### config.mk
export PLATFORM = sky130hd
export DESIGN_NAME = lpcs_front
export DESIGN_NICKNAME = d
export VERILOG_FILES = /design/src/lpcs_pkg.sv /design/src/lpcs_front.sv
export SDC_FILE = /design/constraint.sdc
export NUM_CORES = 1
export LEC_CHECK = 0
export ABC_AREA = 1
export ABC_CLOCK_PERIOD_IN_PS = 20900
export BUFFER_PORTS_ARGS = -buffer_cell sky130_fd_sc_hd__buf_2
export CORE_MARGIN = 4
export CORE_UTILIZATION = 30
export CTS_CLUSTER_SIZE = 20
export DETAILED_ROUTE_END_ITERATION = 6
export HOLD_SLACK_MARGIN = 0.05
export PLACE_DENSITY = 0.42
export SLEW_MARGIN = 20
export SYNTH_ARGS = -nofsm -noshare
export SYNTH_HDL_FRONTEND = slang
export SYNTH_SLANG_ARGS = --single-unit
### constraint.sdc
create_clock -name clk -period 20.9 [get_ports clk]
set_input_delay 2.09 -clock clk [delete_from_list [all_inputs] [get_ports clk]]
set_output_delay 2.09 -clock clk [all_outputs]
set_load 0.05 [all_outputs]
### src/lpcs_pkg.sv
// Package for the lidar point curvature stencil.
// Holds default sizes, fixed result widths and the result tag type.
// No dependencies.
package lpcs_pkg;

  localparam int HALF_WINDOW_DEF      = 5;
  localparam int MAX_FRAME_POINTS_DEF = 262144;
  localparam int COORD_BITS_DEF       = 20;

  localparam int CURV_W = 49;
  localparam int IDX_W  = 18;
  localparam int AXES   = 3;

  typedef struct packed {
    logic             last;
    logic [IDX_W-1:0] idx;
  } lpcs_tag_t;

endpackage

### src/lpcs_front.sv
// Point window, running window sum and frame point counter.
// Registers the center, running window sum and new point of each full window.
// Depends on lpcs_pkg.
module lpcs_front #(
  parameter int HALF_WINDOW      = lpcs_pkg::HALF_WINDOW_DEF,
  parameter int MAX_FRAME_POINTS = lpcs_pkg::MAX_FRAME_POINTS_DEF,
  parameter int COORD_BITS       = lpcs_pkg::COORD_BITS_DEF
) (
  input  logic                                                        clk,
  input  logic                                                        rst_n,
  input  logic                                                        in_valid,
  output logic                                                        in_ready,
  input  logic [lpcs_pkg::AXES-1:0][COORD_BITS-1:0]                   in_pt,
  input  logic                                                        in_last,
  output logic                                                        a_valid,
  input  logic                                                        a_ready,
  output logic [lpcs_pkg::AXES-1:0][COORD_BITS-1:0]                   a_pt,
  output logic [lpcs_pkg::AXES-1:0][COORD_BITS+$clog2(2*HALF_WINDOW)-1:0] a_sum,
  output logic [lpcs_pkg::AXES-1:0][COORD_BITS-1:0]                   a_ctr,
  output lpcs_pkg::lpcs_tag_t                                         a_tag
);
  import lpcs_pkg::*;

  localparam int WIN   = 2 * HALF_WINDOW;
  localparam int SUMW  = COORD_BITS + $clog2(2 * HALF_WINDOW);
  localparam int CNT_W = $clog2(MAX_FRAME_POINTS);
  localparam int IXW   = (CNT_W > IDX_W) ? CNT_W : IDX_W;

  logic [AXES-1:0][COORD_BITS-1:0] win_r [WIN];
  logic [AXES-1:0][SUMW-1:0]       sum_r;
  logic [AXES-1:0][SUMW-1:0]       sum_nxt;
  logic [CNT_W-1:0]                cnt_r;
  logic [CNT_W-1:0]                cnt_nxt;
  logic                            full;
  logic                            accept;
  logic [IXW-1:0]                  idx_wide;
  logic                            a_valid_r;
  logic [AXES-1:0][COORD_BITS-1:0] a_pt_r;
  logic [AXES-1:0][SUMW-1:0]       a_sum_r;
  logic [AXES-1:0][COORD_BITS-1:0] a_ctr_r;
  lpcs_tag_t                       a_tag_r;

  assign full     = (cnt_r >= CNT_W'(WIN));
  assign in_ready = !a_valid_r || a_ready;
  assign accept   = in_valid && in_ready;
  assign idx_wide = IXW'(cnt_r) - IXW'(HALF_WINDOW);

  always_comb begin
    for (int a = 0; a < AXES; a++) begin
      sum_nxt[a] = sum_r[a] + {{(SUMW-COORD_BITS){in_pt[a][COORD_BITS-1]}}, in_pt[a]}
                 - (full ? {{(SUMW-COORD_BITS){win_r[0][a][COORD_BITS-1]}}, win_r[0][a]}
                         : SUMW'(0));
    end
    if (cnt_r < CNT_W'(MAX_FRAME_POINTS - 1)) begin
      cnt_nxt = cnt_r + CNT_W'(1);
    end else begin
      cnt_nxt = cnt_r;
    end
    if (in_last) begin
      sum_nxt = '0;
      cnt_nxt = '0;
    end
  end

  always_ff @(posedge clk) begin
    if (!rst_n) begin
      sum_r <= '0;
      cnt_r <= '0;
    end else if (accept) begin
      sum_r <= sum_nxt;
      cnt_r <= cnt_nxt;
    end
  end

  // advance the window; stale entries are never read before the frame refills it
  always_ff @(posedge clk) begin
    if (accept && !in_last) begin
      for (int k = 0; k < WIN - 1; k++) begin
        win_r[k] <= win_r[k+1];
      end
      win_r[WIN-1] <= in_pt;
    end
  end

  always_ff @(posedge clk) begin
    if (!rst_n) begin
      a_valid_r <= 1'b0;
    end else if (in_ready) begin
      a_valid_r <= accept && full;
    end
  end

  always_ff @(posedge clk) begin
    if (accept && full) begin
      a_pt_r       <= in_pt;
      a_sum_r      <= sum_r;
      a_ctr_r      <= win_r[HALF_WINDOW];
      a_tag_r.idx  <= idx_wide[IDX_W-1:0];
      a_tag_r.last <= in_last;
    end
  end

  assign a_valid = a_valid_r;
  assign a_pt    = a_pt_r;
  assign a_sum   = a_sum_r;
  assign a_ctr   = a_ctr_r;
  assign a_tag   = a_tag_r;

endmodule

==> results of run 1 <==
## sequential cells by signal, summed over array words and instances, names as in the netlist
name and flops:
a_valid 1, cnt_r 18, sum_r 72, a_ctr 60, a_tag 19, a_pt 60
win_r 600, a_sum 72
## critical path, stage by stage
cell and delay [ps]:
buf_2 70, inv_1 30, nand2_1 120, nand2_4 310, nor2_4 230, buf_12 570, buf_4 710, buf_4 780
buf_4 910
## cell type report
| class | instances | share of cell area [%] |
|---|---|---|
| clock inverters | 59 | 1.81 |
| repair buffers | 291 | 3.49 |
| well taps | 1612 | 4.68 |
| multi-input cells | 1349 | 17.7 |
| clock buffers | 124 | 6.28 |
| inverters | 595 | 5.21 |
| flip-flops and latches | 902 | 60.8 |
## layout by cell type (no fill, tap or decap), types with 78 or more instances in the layout
cell       instances
nand2_1          677
nor2_1           135
nand3_1          138
buf_2            277
dfxtp_1           91
clkbuf_16        102
edfxtp_1         811
a21oi_1          113
ha_1              78
inv_1            591
## kinds of logic after synthesis
logic type / after synthesis / synth area share [%]
compound gates: 134 / 1.93
simple gates: 1044 / 12.0
buf+inv: 628 / 6.59
flops: 902 / 72.3
xor+xnor: 24 / 0.581
fa+ha+maj: 147 / 6.52
## where the power goes
| part | total (mW) | internal (mW) | switching, mW |
|---|---|---|---|
| logic | 0.435 | 0.142 | 0.293 |
| clock network | 1.84 | 1.12 | 0.724 |
| registers | 2.06 | 2.03 | 0.0266 |
| total | 4.33 | 3.29 | 1.04 |
## per-layer routing
layer,up-vias,global-route usage (%),wire [um]
li1,10149,-,-
met1,9915,17.4,37900
met2,381,19.7,35900
met3,113,2.57,3760
met4,0,4.19,2060
met5,-,0,0
## worst paths after layout
path / from / to / slack (ps)
worst min register to register: win_r[8][40] / win_r[7][40] / 400
worst max-delay path: a_ready / win_r[7][37] / 14900
worst max register to register: a_valid / win_r[7][37] / 16090
worst min-delay path: win_r[8][40] / win_r[7][40] / 400
## per-stage QoR
stage                     hold slack, ps  instance area (um2)  util [%]  power [mW]
after floorplan                      400                36200         -        2.42
after detailed placement             405                39600      33.0        2.54
after global placement               400                39600      33.0        2.54
final                                403                43100      35.9        4.33
after CTS                            404                43100      35.9        4.42
after global routing                 412                43100      35.9        4.57
==> qor.csv, run 1 <==
metric;value;unit
multi_input_area;7640;um2
cts_buffers;101;
dp_hpwl;52800;um
whs_path_depth;0;
ant_nets;0;
synthCells;2879;
status;completed;
finalWirelength;79600;um
post-route-drc-count;0;
cts.clk_slew.worst_paths;60;ps
powerDensity;101;nW/um2
antenna_found_initial;2;
firstDrtPassIters;6;
cts_max_path_buffers;3;
fill_cells;11897;
synth.top_cell.area_share;67.3;%
wl_per_cell;16.1;um
ys_ff_latch;902;
gp_congestion;0.845;
floorplan.initialDensity;30.2;%
dieArea;126000;um2
antennaDiodeCount;0;
synth-edff-count;811;
fin_crit_sh;28.7;%
start_kind;input port;
rsz0062_at_grt;no;
coreArea;120000;um2
async_flop_share;0;%
fin_crit;6000;ps
seq_area_frac_synth;72.3;%
p_leak;17.4;nW
synth_cell_types;38;
cts.sinks;902;
synth.area.top_cells;edfxtp_1 (67%), nand2_1 (7.0%), inv_1 (6.1%);
htree_levels;3;
ys.flop_type;edfxtp_1;
postSynthAreaPerCell;12.6;um2
post_cts_buffers;0;
yosys_warnings;0;
setup_ws;14900;ps
drt-initial-drc-count;1353;
critPathKind;in -> reg;
worst_pin_slew;1080;ps
grt_pass1_wl;122000;um
cp-end-kind;flop;
dp_cells;4749;
yosys.area.top_type;edfxtp_1;
grt_max_degree;179;
cts_tree;built;
core.rowCount;127;
hold_buffers;0;
setup_violations;0;
grt_usage;12.5;%
gr-total-overflow;0;
timing.slew.headroom;28.3;%
root_buffer;clkbuf_16;
place_worst_setup_slack;14190;ps
io_pins;278;
max_freq;167;MHz
drv_slew;0;
hold_viol;0;
hold_path.class;reg -> reg;
syn-cell-area;36200;um2
fin_worst_skew;25.5;ps
required;21180;ps
portBuffers;277;
insertion_delay;680;ps
vdd_drop_max;55.6;uV
syn_to_final_growth;19.0;%
synth_common_cells;edfxtp_1 (811), nand2_1 (678), inv_1 (592);
nets;3452;
viasPerCell;4.17;
die_h;355;um
ff2ff_path_depth;7;
finalNonFillerCells;4932;
regArea;26200;um2
drive_gt1_share;14.5;%
dr_total_vias;20558;
fin_tns_setup;0;ps
cts_resized;0;
yosysMostFrequentCell;edfxtp_1;
grt_pass1_vias;20565;
arrival;6280;ps
cap_violations;0;
die_w;355;um
synthesis.nets;3091;
cp_max_fo;178;
(Power assumes the default switching activity.)
==> run 2: changes to the inputs <==
- ABC_AREA: 1 -> 0
- ABC_CLOCK_PERIOD_IN_PS: 20900 -> 5500
- PLACE_DENSITY: 0.42 -> 0.43
- clock period: 20.9 -> 5.5 ns (I/O delays scaled with it)
==> run 2 against run 1 <==
  * Sequential share of layout area grew 3.1 points
  * Total power grew to 3.7 times the previous value
  * Design area shrank 4.9%
  * Count of clock-buffer cells in the layout grew 6
  * Wire length shrank 9.1%
  * Setup slack lost 14000 ps
  * Via count shrank 15%
  * Sequential power grew to 3.8 times the previous value
  * Hold slack lost 300 ps
==> qor.csv, run 2 <==
metric;value;unit;change
status;completed;;
die_h;346;um;-2.7%
cpLargestDelayFamily;compound AO/OA/AOI/OAI gates;;
fin_tns_setup;0;ps;unchanged
cp_max_fo;30;;-83%
dp_cells;3838;;-19%
required;6040;ps;-15140 ps
cts_tree;built;;
dp_hpwl;46000;um;-13%
io_pins;278;;unchanged
p_leak;15.0;nW;-14%
antenna_found_initial;5;;+3
post_cts_buffers;0;;unchanged
hold_buffers;17;;+17
cts_max_path_buffers;3;;unchanged
startpoint;cnt_r[0];;
synth.area.top_cells;edfxtp_1 (71%), dfxtp_1 (5.3%), fa_1 (4.0%);;
timing.slew.headroom;28.6;%;+0.32 points
rsz0062_at_grt;no;;
drt-initial-drc-count;1272;;-6.0%
worst-path-buf-inv;5;;-1
portBuffers;277;;unchanged
hold_viol;0;;unchanged
synth_common_cells;edfxtp_1 (811), inv_1 (283), dfxtp_1 (91);;
slowest_delay;480;ps;-430 ps
cts_resized;0;;unchanged
cts.clk_slew.worst_paths;60;ps;about the same
viasPerCell;4.32;;+3.6%
yosysMostFrequentCell;edfxtp_1;;
coreArea;113000;um2;-5.8%
syn-cell-area;34200;um2;-5.5%
nets;2669;;-23%
die_w;346;um;-2.7%
fin_worst_skew;26.5;ps;+0.964 ps
drive_gt1_share;18.4;%;+3.9 points
grt_pass1_vias;18327;;-11%
largest_register_ffs;600;;unchanged
start_kind;flop;;
insertion_delay;670;ps;about the same
postSynthAreaPerCell;16.4;um2;+30%
largest-register;win_r;;
synth.top_cell.area_share;71.2;%;+3.9 points
ys_ff_latch;902;;unchanged
grt_usage;11.9;%;-0.61 points
yosys.area.top_type;edfxtp_1;;
synth_cell_types;67;;+76%
syn_to_final_growth;19.8;%;
vdd_drop_max;252;uV;+350%
hold_path.class;in -> reg;;
whs;101;ps;-302 ps
powerDensity;393;nW/um2;+290%
synthesis.nets;2301;;-26%
max_freq;197;MHz;
final_common_cell;edfxtp_1;;
cts_buffers;100;;-0.99%
finalWirelength;72400;um;-9.1%
wl_per_cell;17.9;um;+11%
ant_nets;0;;unchanged
arrival;5610;ps;-670 ps
cpMaxStageDelayCell;fa_1;;
htree_levels;3;;unchanged
worst_pin_slew;1070;ps;-4.78 ps
grt_max_degree;196;;+9.5%
gp_congestion;0.760;;-10%
root_buffer;clkbuf_16;;
yosys_warnings;0;;unchanged
fin_crit;5070;ps;
cp-end-kind;flop;;
r2r_start;cnt_r[0];;
critPathKind;reg -> reg;;
post-route-drc-count;0;;unchanged
setup_violations;0;;unchanged
finalNonFillerCells;4036;;-18%
gr-total-overflow;0;;unchanged
dieArea;119000;um2;-5.3%
seq_area_frac_synth;76.5;%;+4.2 points
min-delay-start;in_pt[48];;
floorplan.initialDensity;30.3;%;+0.12 points
drv_slew;0;;unchanged
cts.sinks;902;;unchanged
crit_chain;inv_1, ha_1, or3_1, a21oi_1, nand4_1, buf_12, buf_4, and2_1, fa_1, inv_1, ha_1, nor2b_1, o31ai_1, a21oi_1, buf_4, a311oi_1, o31ai_1, a221o_1, mux2i_1, nand3_1;;
firstDrtPassIters;5;;-1
synth-edff-count;811;;unchanged
synthCells;2089;;-27%
cap_violations;0;;unchanged
setup_ws;428;ps;-14470 ps
place_worst_setup_slack;400;ps;-13790 ps
dr_total_vias;17426;;-15%
core.rowCount;123;;-3.1%
async_flop_share;0;%;unchanged
final_cell_mix;edfxtp_1 (811), inv_1 (283), buf_2 (277), clkbuf_16 (103), dfxtp_1 (91);;
fin_crit_sh;92.2;%;
grt_pass1_wl;111000;um;-9.5%
ys.flop_type;edfxtp_1;;
[run 2: changes by cell type after synthesis, sizes merged, moves of 36 or more]
cell	previous run	this run
nand2	679	87
inv	594	283
nand3	139	26
nor2	138	47
and2	4	67
o21ai	13	65
a21oi	114	65
nor2b	0	43
xnor2	6	42
[run 2: routing by layer]
| metal | global-route usage, % | part of all wire [%] | wire [um] |
|---|---|---|---|
| met5 | 0 | 0 | 0 |
| met4 | 3.81 | 2.3 | 1630 |
| met3 | 3.15 | 6.2 | 4520 |
| met2 | 18.6 | 45 | 32500 |
| met1 | 16.3 | 47 | 33800 |
[run 2: cell type report]
cell class | count | area (um2)
fillers | 10648 | 71800
flip-flops and latches | 902 | 26200
multi-input cells | 857 | 6810
clock buffers | 130 | 2770
well taps | 1500 | 1880
repair buffers | 313 | 1760
inverters | 283 | 1060
clock inverters | 50 | 518
diodes | 1 | 2.50
[run 2: cell families after synthesis]
kind of cell    synth area share [%]
mux                            0.146
simple gates                    5.67
flops                           76.5
xor+xnor                        2.13
buf+inv                         3.63
compound gates                  5.00
fa+ha+maj                       6.89
[run 2: power breakdown]
| part | switching, mW | internal, mW | total, mW | leakage (nW) |
|---|---|---|---|---|
| clock | 2.66 | 4.00 | 6.66 | 1.61 |
| sequential | 0.111 | 7.73 | 7.84 | 8.21 |
| combinational | 0.983 | 0.632 | 1.62 | 5.12 |
[run 2: worst paths after layout]
kind	slack (ps)	endpoint	cells past startpoint
hold / removal	100	a_pt[48]	1
setup reg to reg	430	sum_r[46]	20
setup / recovery	430	sum_r[46]	20
hold reg to reg	410	win_r[5][21]	0
[run 2: per-stage QoR]
step | instance area, um2 | utilization, % | total power [mW]
4_1_cts | 41000 | 36.3 | 16.4
3_3_place_gp | 37500 | 33.3 | 9.57
3_5_place_dp | 37500 | 33.3 | 9.60
6_report | 41000 | 36.3 | 16.1
2_1_floorplan | 34200 | - | 9.14
5_1_grt | 41000 | 36.3 | 16.9
[run 2: worst register-to-register path: stages (launching register included)]
cell	delay, ps
dfxtp_1	450
inv_1	120
ha_1	200
or3_1	320
a21oi_1	150
nand4_1	160
buf_12	220
buf_4	260
and2_1	190
fa_1	480
inv_1	40
ha_1	330
nor2b_1	170
o31ai_1	290
a21oi_1	120
buf_4	170
a311oi_1	460
o31ai_1	240
a221o_1	340
mux2i_1	160
nand3_1	80
